===== config.mk =====
export PLATFORM = sky130hd
export DESIGN_NAME = critically_damped_reference_prefilter_core
export DESIGN_NICKNAME = d
export VERILOG_FILES = /design/src/rtl/cdrp_pkg.sv /design/src/rtl/cdrp_datapath.sv /design/src/rtl/cdrp_ctrl.sv /design/src/rtl/critically_damped_reference_prefilter_core.sv
export SDC_FILE = /design/constraint.sdc
export NUM_CORES = 2
export LEC_CHECK = 0
export ABC_AREA = 1
export BUFFER_PORTS_ARGS = -buffer_cell sky130_fd_sc_hd__buf_4
export CAP_MARGIN = 10
export CORE_AREA = 2 2 518 520
export DETAILED_ROUTE_END_ITERATION = 12
export DIE_AREA = 0 0 520 522
export REMOVE_ABC_BUFFERS = 1
export SYNTH_ARGS = -nofsm -noshare
export SYNTH_HDL_FRONTEND = slang
export SYNTH_HIERARCHICAL = 1
export SYNTH_SLANG_ARGS = --single-unit

===== constraint.sdc =====
create_clock -name clk -period 10.41 [get_ports clk]
set_input_delay 2.082 -clock clk [delete_from_list [all_inputs] [get_ports clk]]
set_output_delay 2.082 -clock clk [all_outputs]
set_load 0.01 [all_outputs]

===== src/rtl/cdrp_pkg.sv =====
// Shared types and constants for the critically damped reference prefilter.
package cdrp_pkg;

  // Field, operand and accumulator widths.
  localparam int DATA_W    = 32;
  localparam int OPND_W    = 33;
  localparam int PROD_W    = 2 * OPND_W;
  localparam int ACC_W     = 52;
  localparam int REG_IDX_W = 2;

  // The reciprocal 1/(1+p) has quotient bits 32 down to 0.
  localparam int DIV_STEPS = 33;
  localparam int CNT_W     = $clog2(DIV_STEPS);

  // Register indexes of the configuration port.
  localparam logic [REG_IDX_W-1:0] REG_NATURAL_FREQ  = 2'd0;
  localparam logic [REG_IDX_W-1:0] REG_SAMPLE_PERIOD = 2'd1;

  // Register values after reset.
  localparam logic [DATA_W-1:0] NATURAL_FREQ_RESET  = 32'd2058874;
  localparam logic [DATA_W-1:0] SAMPLE_PERIOD_RESET = 32'd429497;

  // Operand pairs of the shared multiplier.
  typedef enum logic [3:0] {
    MUL_TN,   // period * natural frequency
    MUL_GG,   // g * g
    MUL_HH,   // h * h
    MUL_GH,   // g * h
    MUL_TG2,  // period * g^2
    MUL_GHN,  // g*h * natural frequency
    MUL_EHS,  // |error| * h^2
    MUL_VKX,  // |velocity| * T g^2
    MUL_EKV,  // |error| * 2 g h wn
    MUL_VG2   // |velocity| * g^2
  } mul_sel_t;

  // What the datapath takes from the product issued in the cycle before.
  typedef enum logic [3:0] {
    CAP_NONE,
    CAP_S,    // divisor 1 + p, and divider start
    CAP_G2,
    CAP_HS,
    CAP_GH,
    CAP_KX,
    CAP_KV,
    CAP_PE,   // position += rnd(|e| * hs / 2^31)
    CAP_PV,   // position += rnd(|v| * kx / 2^32)
    CAP_VE,   // velocity += rnd(|e| * kv / 2^16)
    CAP_VV    // velocity += rnd(|v| * g2 / 2^31)
  } cap_sel_t;

  // Commands from the controller to the datapath.
  typedef struct packed {
    mul_sel_t mul;
    cap_sel_t cap;
    logic     div_step;
    logic     acc_init;
    logic     accept;
    logic     update;
  } dp_cmd_t;

  // Status from the datapath to the controller.
  typedef struct packed {
    logic bypass;
  } dp_status_t;

endpackage


===== src/rtl/cdrp_datapath.sv =====
// Datapath of the prefilter: registers, shared multiplier, divider and accumulators.
module cdrp_datapath import cdrp_pkg::*; (
  input  logic                 clk,
  input  logic                 rst,
  input  logic                 cfg_write,
  input  logic [REG_IDX_W-1:0] cfg_index,
  input  logic [DATA_W-1:0]    cfg_data,
  input  logic [DATA_W-1:0]    position_command,
  input  dp_cmd_t              cmd,
  output dp_status_t           status,
  output logic [DATA_W-1:0]    filtered_position,
  output logic [DATA_W-1:0]    filtered_velocity
);

  localparam logic [OPND_W-1:0] ONE_Q32 = {1'b1, {(OPND_W-1){1'b0}}};
  localparam logic [47:0] ONE_Q32_S = 48'h0001_0000_0000;
  localparam logic [47:0] DIV_REM_INIT = 48'h0000_8000_0000;
  localparam logic signed [ACC_W-1:0] SAT_HI = {{(ACC_W-DATA_W){1'b0}}, 32'h7FFF_FFFF};
  localparam logic signed [ACC_W-1:0] SAT_LO = {{(ACC_W-DATA_W){1'b1}}, 32'h8000_0000};

  // Configuration and filter state.
  logic [DATA_W-1:0] natural_freq;
  logic [DATA_W-1:0] sample_period;
  logic [DATA_W-1:0] position_state;
  logic [DATA_W-1:0] velocity_state;

  // Per-sample operands.
  logic [DATA_W-1:0] u;
  logic [DATA_W-1:0] e_mag;
  logic              e_neg;

  // Coefficients and divider.
  logic [47:0]       s;
  logic [47:0]       rem;
  logic [OPND_W-1:0] quo;
  logic [OPND_W-1:0] g2;
  logic [31:0]       hs;
  logic [30:0]       gh;
  logic [31:0]       kx;
  logic [31:0]       kv;

  // Multiplier and accumulators.
  logic [PROD_W-1:0]       prod;
  logic signed [ACC_W-1:0] acc_p;
  logic signed [ACC_W-1:0] acc_v;

  logic [OPND_W-1:0]       opa;
  logic [OPND_W-1:0]       opb;
  logic [OPND_W-1:0]       h_full;
  logic [31:0]             h;
  logic [DATA_W-1:0]       vel_neg_val;
  logic [DATA_W-1:0]       vel_mag;
  logic                    vel_neg;
  logic signed [32:0]      diff;
  logic signed [32:0]      diff_neg;
  logic [48:0]             r2;
  logic                    r_ge;
  logic [PROD_W-1:0]       shifted;
  logic                    half;
  logic [ACC_W-2:0]        rnd;
  logic                    term_neg;
  logic signed [ACC_W-1:0] term;

  function automatic logic [DATA_W-1:0] sat32(input logic signed [ACC_W-1:0] v);
    logic [DATA_W-1:0] r;
    if (v > SAT_HI) begin
      r = 32'h7FFF_FFFF;
    end else if (v < SAT_LO) begin
      r = 32'h8000_0000;
    end else begin
      r = v[DATA_W-1:0];
    end
    return r;
  endfunction

  assign status.bypass     = (natural_freq == '0);
  assign filtered_position = position_state;
  assign filtered_velocity = velocity_state;

  // Derived operands: h = 1 - g, velocity magnitude, error against the stored position.
  assign h_full      = ONE_Q32 - quo;
  assign h           = h_full[31:0];
  assign vel_neg     = velocity_state[DATA_W-1];
  assign vel_neg_val = -velocity_state;
  assign vel_mag     = vel_neg ? vel_neg_val : velocity_state;
  assign diff        = {position_command[DATA_W-1], position_command}
                     - {position_state[DATA_W-1], position_state};
  assign diff_neg    = -diff;

  // One restoring division step on the reciprocal.
  assign r2   = {rem, 1'b0};
  assign r_ge = (r2 >= {1'b0, s});

  // Operand selection for the shared multiplier.
  always_comb begin
    opa = '0;
    opb = '0;
    case (cmd.mul)
      MUL_TN: begin
        opa = {1'b0, sample_period};
        opb = {1'b0, natural_freq};
      end
      MUL_GG: begin
        opa = quo;
        opb = quo;
      end
      MUL_HH: begin
        opa = {1'b0, h};
        opb = {1'b0, h};
      end
      MUL_GH: begin
        opa = quo;
        opb = {1'b0, h};
      end
      MUL_TG2: begin
        opa = {1'b0, sample_period};
        opb = g2;
      end
      MUL_GHN: begin
        opa = {2'b00, gh};
        opb = {1'b0, natural_freq};
      end
      MUL_EHS: begin
        opa = {1'b0, e_mag};
        opb = {1'b0, hs};
      end
      MUL_VKX: begin
        opa = {1'b0, vel_mag};
        opb = {1'b0, kx};
      end
      MUL_EKV: begin
        opa = {1'b0, e_mag};
        opb = {1'b0, kv};
      end
      MUL_VG2: begin
        opa = {1'b0, vel_mag};
        opb = g2;
      end
      default: begin
        opa = '0;
        opb = '0;
      end
    endcase
  end

  // Rounding of a product term, half away from zero, with the operand's sign applied.
  always_comb begin
    case (cmd.cap)
      CAP_PV: begin
        shifted = prod >> 32;
        half    = prod[31];
      end
      CAP_VE: begin
        shifted = prod >> 16;
        half    = prod[15];
      end
      default: begin
        shifted = prod >> 31;
        half    = prod[30];
      end
    endcase
    rnd      = shifted[ACC_W-2:0] + {{(ACC_W-2){1'b0}}, half};
    term_neg = (cmd.cap == CAP_PE || cmd.cap == CAP_VE) ? e_neg : vel_neg;
    term     = term_neg ? -$signed({1'b0, rnd}) : $signed({1'b0, rnd});
  end

  // Configuration registers and filter state.
  always_ff @(posedge clk) begin
    if (rst) begin
      natural_freq   <= NATURAL_FREQ_RESET;
      sample_period  <= SAMPLE_PERIOD_RESET;
      position_state <= '0;
      velocity_state <= '0;
    end else begin
      if (cfg_write && cfg_index == REG_NATURAL_FREQ) begin
        natural_freq <= cfg_data;
      end
      if (cfg_write && cfg_index == REG_SAMPLE_PERIOD) begin
        sample_period <= cfg_data;
      end
      if (cmd.update) begin
        if (status.bypass) begin
          position_state <= u;
          velocity_state <= '0;
        end else begin
          position_state <= sat32(acc_p);
          velocity_state <= sat32(acc_v);
        end
      end
    end
  end

  // Multiplier output register.
  always_ff @(posedge clk) begin
    prod <= PROD_W'(opa) * PROD_W'(opb);
  end

  // Request capture and error magnitude.
  always_ff @(posedge clk) begin
    if (cmd.accept) begin
      u     <= position_command;
      e_neg <= diff[32];
      e_mag <= diff[32] ? diff_neg[31:0] : diff[31:0];
    end
  end

  // Divider: s = 1 + p, quotient g = floor(2^64 / s).
  always_ff @(posedge clk) begin
    if (cmd.cap == CAP_S) begin
      s   <= ONE_Q32_S + {1'b0, prod[63:17]};
      rem <= DIV_REM_INIT;
      quo <= '0;
    end else if (cmd.div_step) begin
      rem <= r_ge ? 48'(r2 - {1'b0, s}) : r2[47:0];
      quo <= {quo[OPND_W-2:0], r_ge};
    end
  end

  // Coefficient capture from the product register.
  always_ff @(posedge clk) begin
    case (cmd.cap)
      CAP_G2: g2 <= quo[OPND_W-1] ? ONE_Q32 : {1'b0, prod[63:32]};
      CAP_HS: hs <= prod[63:32];
      CAP_GH: gh <= prod[62:32];
      CAP_KX: kx <= prod[63:32];
      CAP_KV: kv <= prod[62:31];
      default: begin
      end
    endcase
  end

  // Position and velocity accumulators.
  always_ff @(posedge clk) begin
    if (cmd.acc_init) begin
      acc_p <= {{(ACC_W-DATA_W){position_state[DATA_W-1]}}, position_state};
      acc_v <= -$signed({{(ACC_W-DATA_W){velocity_state[DATA_W-1]}}, velocity_state});
    end else begin
      case (cmd.cap)
        CAP_PE, CAP_PV: acc_p <= acc_p + term;
        CAP_VE, CAP_VV: acc_v <= acc_v + term;
        default: begin
        end
      endcase
    end
  end

endmodule


===== src/rtl/cdrp_ctrl.sv =====
// Controller of the prefilter: sequences coefficient updates and per-request arithmetic.
module cdrp_ctrl import cdrp_pkg::*; (
  input  logic       clk,
  input  logic       rst,
  input  logic       cfg_write,
  input  logic       command_valid,
  output logic       command_ready,
  output logic       result_valid,
  input  logic       result_ready,
  input  dp_status_t status,
  output dp_cmd_t    cmd
);

  typedef enum logic [3:0] {
    S_IDLE,
    S_C_TN,
    S_C_SINIT,
    S_C_DIV,
    S_C_GG,
    S_C_HH,
    S_C_GH,
    S_C_TG2,
    S_C_GHN,
    S_C_KV,
    S_M_EHS,
    S_M_VKX,
    S_M_EKV,
    S_M_VG2,
    S_M_LAST,
    S_FIN
  } state_t;

  state_t           state;
  logic             dirty;
  logic [CNT_W-1:0] cnt;
  logic             accept;
  logic             slot_free;

  assign command_ready = (state == S_IDLE);
  assign accept        = command_valid && command_ready;
  assign slot_free     = !result_valid || result_ready;

  // State, coefficient-stale flag, divider count and result valid.
  always_ff @(posedge clk) begin
    if (rst) begin
      state        <= S_IDLE;
      dirty        <= 1'b1;
      cnt          <= '0;
      result_valid <= 1'b0;
    end else begin
      // A writeback into a free slot presents the new result; otherwise a taken result clears.
      if (state == S_FIN && slot_free) begin
        result_valid <= 1'b1;
      end else if (result_valid && result_ready) begin
        result_valid <= 1'b0;
      end
      // Any register write makes the coefficients stale until the next refresh finishes.
      if (cfg_write) begin
        dirty <= 1'b1;
      end else if (state == S_C_KV) begin
        dirty <= 1'b0;
      end
      case (state)
        S_IDLE: begin
          if (accept) begin
            if (status.bypass) begin
              state <= S_FIN;
            end else if (dirty) begin
              state <= S_C_TN;
            end else begin
              state <= S_M_EHS;
            end
          end
        end
        S_C_TN:    state <= S_C_SINIT;
        S_C_SINIT: begin
          cnt   <= '0;
          state <= S_C_DIV;
        end
        S_C_DIV: begin
          cnt <= cnt + 1'b1;
          if (cnt == CNT_W'(DIV_STEPS - 1)) begin
            state <= S_C_GG;
          end
        end
        S_C_GG:  state <= S_C_HH;
        S_C_HH:  state <= S_C_GH;
        S_C_GH:  state <= S_C_TG2;
        S_C_TG2: state <= S_C_GHN;
        S_C_GHN: state <= S_C_KV;
        S_C_KV:  state <= S_M_EHS;
        S_M_EHS:  state <= S_M_VKX;
        S_M_VKX:  state <= S_M_EKV;
        S_M_EKV:  state <= S_M_VG2;
        S_M_VG2:  state <= S_M_LAST;
        S_M_LAST: state <= S_FIN;
        S_FIN: begin
          if (slot_free) begin
            state <= S_IDLE;
          end
        end
        default: state <= S_IDLE;
      endcase
    end
  end

  // Command decode for the datapath.
  always_comb begin
    cmd          = '0;
    cmd.mul      = MUL_TN;
    cmd.cap      = CAP_NONE;
    cmd.accept   = accept;
    cmd.update   = (state == S_FIN) && slot_free;
    cmd.div_step = (state == S_C_DIV);
    cmd.acc_init = (state == S_M_EHS);
    case (state)
      S_C_TN:    cmd.mul = MUL_TN;
      S_C_SINIT: cmd.cap = CAP_S;
      S_C_GG:    cmd.mul = MUL_GG;
      S_C_HH: begin
        cmd.cap = CAP_G2;
        cmd.mul = MUL_HH;
      end
      S_C_GH: begin
        cmd.cap = CAP_HS;
        cmd.mul = MUL_GH;
      end
      S_C_TG2: begin
        cmd.cap = CAP_GH;
        cmd.mul = MUL_TG2;
      end
      S_C_GHN: begin
        cmd.cap = CAP_KX;
        cmd.mul = MUL_GHN;
      end
      S_C_KV:  cmd.cap = CAP_KV;
      S_M_EHS: cmd.mul = MUL_EHS;
      S_M_VKX: begin
        cmd.cap = CAP_PE;
        cmd.mul = MUL_VKX;
      end
      S_M_EKV: begin
        cmd.cap = CAP_PV;
        cmd.mul = MUL_EKV;
      end
      S_M_VG2: begin
        cmd.cap = CAP_VE;
        cmd.mul = MUL_VG2;
      end
      S_M_LAST: cmd.cap = CAP_VV;
      default: begin
      end
    endcase
  end

  // A result only appears out of the writeback state.
  a_valid_from_fin: assert property (@(posedge clk) disable iff (rst)
    $rose(result_valid) |-> $past(state == S_FIN))
    else $error("result valid rose outside writeback");

  // Writeback with a free slot always presents the result.
  a_fin_presents: assert property (@(posedge clk) disable iff (rst)
    (state == S_FIN && slot_free) |=> result_valid)
    else $error("writeback did not present a result");

  // An accepted request always starts work.
  a_accept_leaves_idle: assert property (@(posedge clk) disable iff (rst)
    accept |=> state != S_IDLE)
    else $error("accepted request left the controller idle");

  // Coefficients are marked current only at the end of their update.
  a_dirty_clear: assert property (@(posedge clk) disable iff (rst)
    $fell(dirty) |-> $past(state == S_C_KV))
    else $error("coefficients marked current outside update");

endmodule


===== src/rtl/critically_damped_reference_prefilter_core.sv =====
// Top level of the critically damped second-order reference prefilter.
//
//   Channel   Signals                                    Payload
//   command   command_valid / command_ready             position_command
//   result    result_valid / result_ready               filtered_position, filtered_velocity
//   config    cfg_write, cfg_index (0 wn, 1 period)     cfg_data
//
// A request passes through acceptance, the shared multiplier and accumulators, and
// writeback. The first request after reset or after any register write first refreshes
// the coefficients, with the 33-step radix-2 divider for 1/(1+p) plus six multiplier
// passes. With a zero natural frequency a request goes from acceptance straight to
// writeback. A new request is accepted while the previous result still waits; writeback
// stalls until that result is taken. Reset is synchronous and clears the filter state.
module critically_damped_reference_prefilter_core import cdrp_pkg::*; (
  input  logic                 clk,
  input  logic                 rst,
  input  logic                 cfg_write,
  input  logic [REG_IDX_W-1:0] cfg_index,
  input  logic [DATA_W-1:0]    cfg_data,
  input  logic                 command_valid,
  output logic                 command_ready,
  input  logic [DATA_W-1:0]    position_command,
  output logic                 result_valid,
  input  logic                 result_ready,
  output logic [DATA_W-1:0]    filtered_position,
  output logic [DATA_W-1:0]    filtered_velocity
);

  dp_cmd_t    cmd;
  dp_status_t status;

  // Sequencer.
  cdrp_ctrl u_ctrl (
    .clk           (clk),
    .rst           (rst),
    .cfg_write     (cfg_write),
    .command_valid (command_valid),
    .command_ready (command_ready),
    .result_valid  (result_valid),
    .result_ready  (result_ready),
    .status        (status),
    .cmd           (cmd)
  );

  // Arithmetic and storage.
  cdrp_datapath u_datapath (
    .clk               (clk),
    .rst               (rst),
    .cfg_write         (cfg_write),
    .cfg_index         (cfg_index),
    .cfg_data          (cfg_data),
    .position_command  (position_command),
    .cmd               (cmd),
    .status            (status),
    .filtered_position (filtered_position),
    .filtered_velocity (filtered_velocity)
  );

endmodule

Yosys cells after proc, flatten, opt, wreduce, memory -nomap -nowiden
Index checks and enable logic that the tools add are counted.
- output and inout bits: 66
- flip-flop bits (word level): 664
- word-level logic and storage cells: 138
- input port bits: 71
- reduce and logical (&&, ||, !) cells: 27
- equal/unequal tests: 39
- muxes and demuxes: 31
- magnitude comparators: 5
- multiply operators: 1
- add/sub/neg operators: 12
- operator list (operator ; number):
    two-way mux 52 bit ; 5
    two-way mux 32 bit ; 8
    case mux 33 bit (7 select lines) ; 1
    case mux 33 bit (6 select lines) ; 1
    adder 52 bit ; 2
    > comparator 52 x 32 -> 1 bit, second input constant ; 2
    less-than comparator 52 x 32 -> 1 bit, second input constant ; 2
    case mux 50 bit (2 select lines) ; 1
    multiplier 33 x 33 -> 66 bit ; 1
    negation 32 bit ; 2
    case mux 4 bit (16 select lines) ; 1
    == test 4 bit, second input constant ; 13
    negation 32 -> 52 bit ; 1
    negation 51 -> 52 bit ; 1
    adder 50 x 1 -> 51 bit ; 1
    >= comparator 49 x 48 -> 1 bit ; 1
    adder 33 x 47 -> 48 bit, first input constant ; 1
    == test 4 x 3 -> 1 bit, second input constant ; 12
    two-way mux 48 bit ; 1
    subtractor 48 bit ; 1
    case mux 4 bit (10 select lines) ; 1
    case mux 4 bit (9 select lines) ; 1
    two-way mux 33 bit ; 1
    subtractor 32 x 32 -> 33 bit ; 1
    21 further kinds ; 53

Logic depth before layout (Yosys ltp)
- depth after elaboration: 10
- gate-level depth with buffers: 49
- gate-level depth less buffers: 46

Modules after synthesis
Netlist, hierarchy kept.
- modules (own cells, without submodules) (module ; area an instance (µm²) ; cells each ; instances ; seq. area each (µm²)):
    cdrp_datapath ; 78723.0 ; 10413 ; 1 ; 16525.8
    cdrp_ctrl ; 828.3 ; 134 ; 1 ; 240.2

Worst setup path before layout
No wires, ideal clock.
- kind: reg-to-reg
- start: register u_ctrl.state[1]
- end: register u_datapath.prod[53]
- data required time: 10291 ps
- library setup time: 119 ps
- path buffers: 3
- arrival: 8691 ps
- clock period less this slack: 8810 ps
- slack: 1600 ps
- stages on the path, launching flop included: 42
- path through: dfxtp_1 buf_6 inv_2 nor2_2 nor2_1 nand2_1 nand2_1 a21oi_1 nand2_1 inv_2 nor2_1 nand2_1 o21ai_1 clkbuf_1 nand2_1 nand4_1 nor4_1 clkbuf_1 (+6 left out) inv_1 fa_1 fa_1 fa_1 inv_1 fa_1 inv_1 ha_1 nand2_1 nor2_1 inv_1 nor2_1 inv_1 nor2_1 nand4_1 o21ai_0 a21oi_1 xnor2_1
- RTL lines (element ; RTL line ; text):
    start: declaration ; cdrp_ctrl.sv:33 ; state_t state;
    start signal: assignment ; cdrp_ctrl.sv:46 ; state <= S_IDLE;
    start signal: assignment ; cdrp_ctrl.sv:67 ; state <= S_FIN;
    start signal: assignment ; cdrp_ctrl.sv:69 ; state <= S_C_TN;
    end signal: assignment ; cdrp_datapath.sv:195 ; prod <= PROD_W'(opa) * PROD_W'(opb);
    end: declaration ; cdrp_datapath.sv:43 ; logic [PROD_W-1:0] prod;

Worst setup path after layout
- start: register u_datapath.quo[2]
- end: register u_datapath.prod[53]
- longest elaborated chain between the ends: 3
- elaborated cells on any way between the ends: 4
- classes of those cells: 1 x add/sub; 1 x mul; 2 x mux
- ends and longest elaborated chain (element ; RTL line ; text):
    start: declaration ; cdrp_datapath.sv:35 ; logic [OPND_W-1:0] quo;
    start signal: assignment ; cdrp_datapath.sv:215 ; quo <= {quo[OPND_W-2:0], r_ge};
    subtractor 1 x 32 -> 32 bit ; cdrp_datapath.sv:81 ; assign h_full = ONE_Q32 - quo;
    case mux 33 bit (7 select lines) / case mux 33 bit (6 select lines) (equally long branches) ; cdrp_datapath.sv:98 ; case (cmd.mul)
    multiplier 33 x 33 -> 66 bit (*) ; cdrp_datapath.sv:195 ;
Every way passes the cells marked *; elsewhere a longest branch is shown, timed or not.
A chain may end at the register's enable or synchronous reset.

==> impl_metrics.yaml <==
sta:
  finalCritPeriodShare_pct: 96.43
  slew_headroom_pct: 13.99
  slew_viol_final: 0
  rsz0062_at_grt: "yes"
  setup_viol: 0
  tightest_slew_ns: 1.282
  clock_skew_ns: 0.03872
  finalCriticalPeriod_ns: 10.04
  hold_viol_final: 0
  max_freq_ghz: 0.09962
place:
  placed_area_um2: 87490
  portBuffers: 136
  place_hpwl_mm: 274.4
  gp_congestion: 0.9991
layout:
  drive_gt1_share_pct: 9.085
  multi_input_area_um2: 53730
  nFillCells: 28500
  regArea_um2: 16770
  nets: 12340
  design_area_um2: 90620
  syn_to_final_growth_pct: 13.91
  layout_common_cells: "2223 x nand2_1, 2021 x inv_1, 1165 x nor2_1"
  layout_commonest_cell: "nand2_1"
logic_synthesis:
  synth_flop_cell: "edfxtp_1"
  ys_async_sr_fraction_pct: 0
  synth_top_area_share_pct: 24.18
  synth_area_leader_cell: "fa_1"
  synth.area.top_cells: "fa_1 24%, edfxtp_1 14%, nand2_1 11%"
  ys_seq_elements: 649
  yosys_warnings: 6
  synth_cells: 10550
  synth_edf_count: 377
  synth_cell_type_count: 69
  postSynthAreaPerCell_um2: 7.543
  ys_seq_area_share_pct: 21.08
  syn-cell-area_um2: 79550
die:
  die_w_um: 520
  die_h_um: 522
  row_count: 190
  start_util_pct: 29.85
  dieArea_um2: 271400
  pin_count: 137
  coreArea_um2: 266500
clocking:
  htreeDepth: 3
  clkLatencyLatePin_ns: 0.72
  hold_buffers: 0
  cts_tree: "built"
  path_clk_slew_ns: 0.06
  cts-root-buf: "clkbuf_16"
  cts.sinks: 649
  cts_buffers: 81
  cts.path.max_buffers: 3
global_route:
  grt.overflow.total: 0
  grt_pass1_vias: 72430
  grt_max_degree: 85
  grt_first_pass_wirelength_mm: 489.9
  antenna_found_initial: 38
  grt_usage_pct: 24.31
critical_path:
  crit_fanout: 20
  setup.worst_path.end_class: "flop"
  crit_path_top_delay_cell: "fa_1"
  critPathMaxStageDelay_ns: 0.60
  worst-setup-path-type: "reg -> reg"
  critPathRequiredTime_ns: 11.01
  cp_common_cell: "fa_1"
  critPathLaunchType: "flop"
  worstPathArrival_ns: 10.64
run_status:
  violations: "DRC"
  status: "finished with violations"
routing:
  routed_wl_mm: 334.4
  via_per_inst: 5.058
  first_pass_iters: 11
  ant_nets: 0
  drtIter0Drc: 8536
  drc: 10
  vias: 73280
  wire_per_inst_um: 23.08
run:
  cap_viol_max_count: 0
worst_hold_path:
  hold_class: "reg -> reg"
[cell families after synthesis]
kind of cell | share of synthesized area [%]
xor gates and xnor gates | 2.675
adders and majority gates | 31.31
and+or+nand+nor | 21.62
DFF | 21.08
buffers and inverters | 11.76
AOI/OAI and AO/OA | 11.54
muxes | 0.01258
[cell type report]
type / count / share of cell area (%)
flip-flops and latches: 649 / 18.50
multi-input cells: 7443 / 59.29
clock inverters: 51 / 0.6213
repair buffers: 584 / 5.531
diodes: 17 / 0.04695
clock buffers: 100 / 2.394
inverters: 2092 / 8.707
well taps: 3552 / 4.904
[synthesized netlist by cell type (81+ instances only)]
master    instances
dfxtp_1         272
nand2_1        2232
nor3_1           83
nand3_1         344
a21oi_1         671
a31oi_1          81
nand4_1          81
xor2_1          174
inv_1          2028
o21ai_0         532
nor2_1         1180
ha_1            453
edfxtp_1        377
clkbuf_1        301
fa_1            961
[worst max-delay path: cells and delay by family, from the launching register on]
kind	cells	cell delay (ns)
XOR/XNOR	2	0.48
AO/OA/AOI/OAI	3	0.82
AND/OR/NAND/NOR	16	2.57
adder cells (fa/ha/maj)	9	4.60
buffers and inverters	10	1.00
flip-flops	1	0.37
[layer usage]
metal | track usage [%] | wire, um
met1 | 33.37 | 142500
met2 | 37.08 | 145200
met3 | 4.891 | 31300
met4 | 10.24 | 15370
met5 | 0 | 75
[flip-flops by register name, summed over array words and instances (netlist names), 33 cells and up]
name	flops
u_datapath/quo	33
u_datapath/acc_v	52
u_datapath/prod	51
u_datapath/s	48
u_datapath/acc_p	52
u_datapath/g2	33
u_datapath/rem	48
[worst paths after layout]
path / from / end / slack, ns / depth (start not counted)
max: u_datapath/quo[2] / u_datapath/prod[53] / 0.37 / 40
min: u_datapath/sample_period[26] / u_datapath/sample_period[26] / 0.46 / 2
min reg2reg: u_datapath/sample_period[26] / u_datapath/sample_period[26] / 0.46 / 2
max reg2reg: u_datapath/quo[2] / u_datapath/prod[53] / 0.37 / 40
[through the flow]
stage          setup WS (ns)  hold WS [ns]  utilization, %  std cells  setup TNS, ns
2_1_floorplan        -0.2329        0.4086               -      10180         -2.246
3_3_place_gp         0.05701        0.4403           32.83      14310              0
3_5_place_dp         0.04933        0.4476           32.83      14310              0
4_1_cts              0.01938        0.4559           33.86      14460              0
5_1_grt             -0.02939        0.4741           34.00      14490       -0.03842
6_report              0.3717        0.4572           34.00      14490              0
[repair_timing]
item,in CTS,in global routing
setup buffers,0,14
gates resized for setup,0,64
endpoints found under the setup margin,0,42
Power is not shown: default switching activity piles up to over one toggle a cycle in this logic, so the estimate is an artifact.
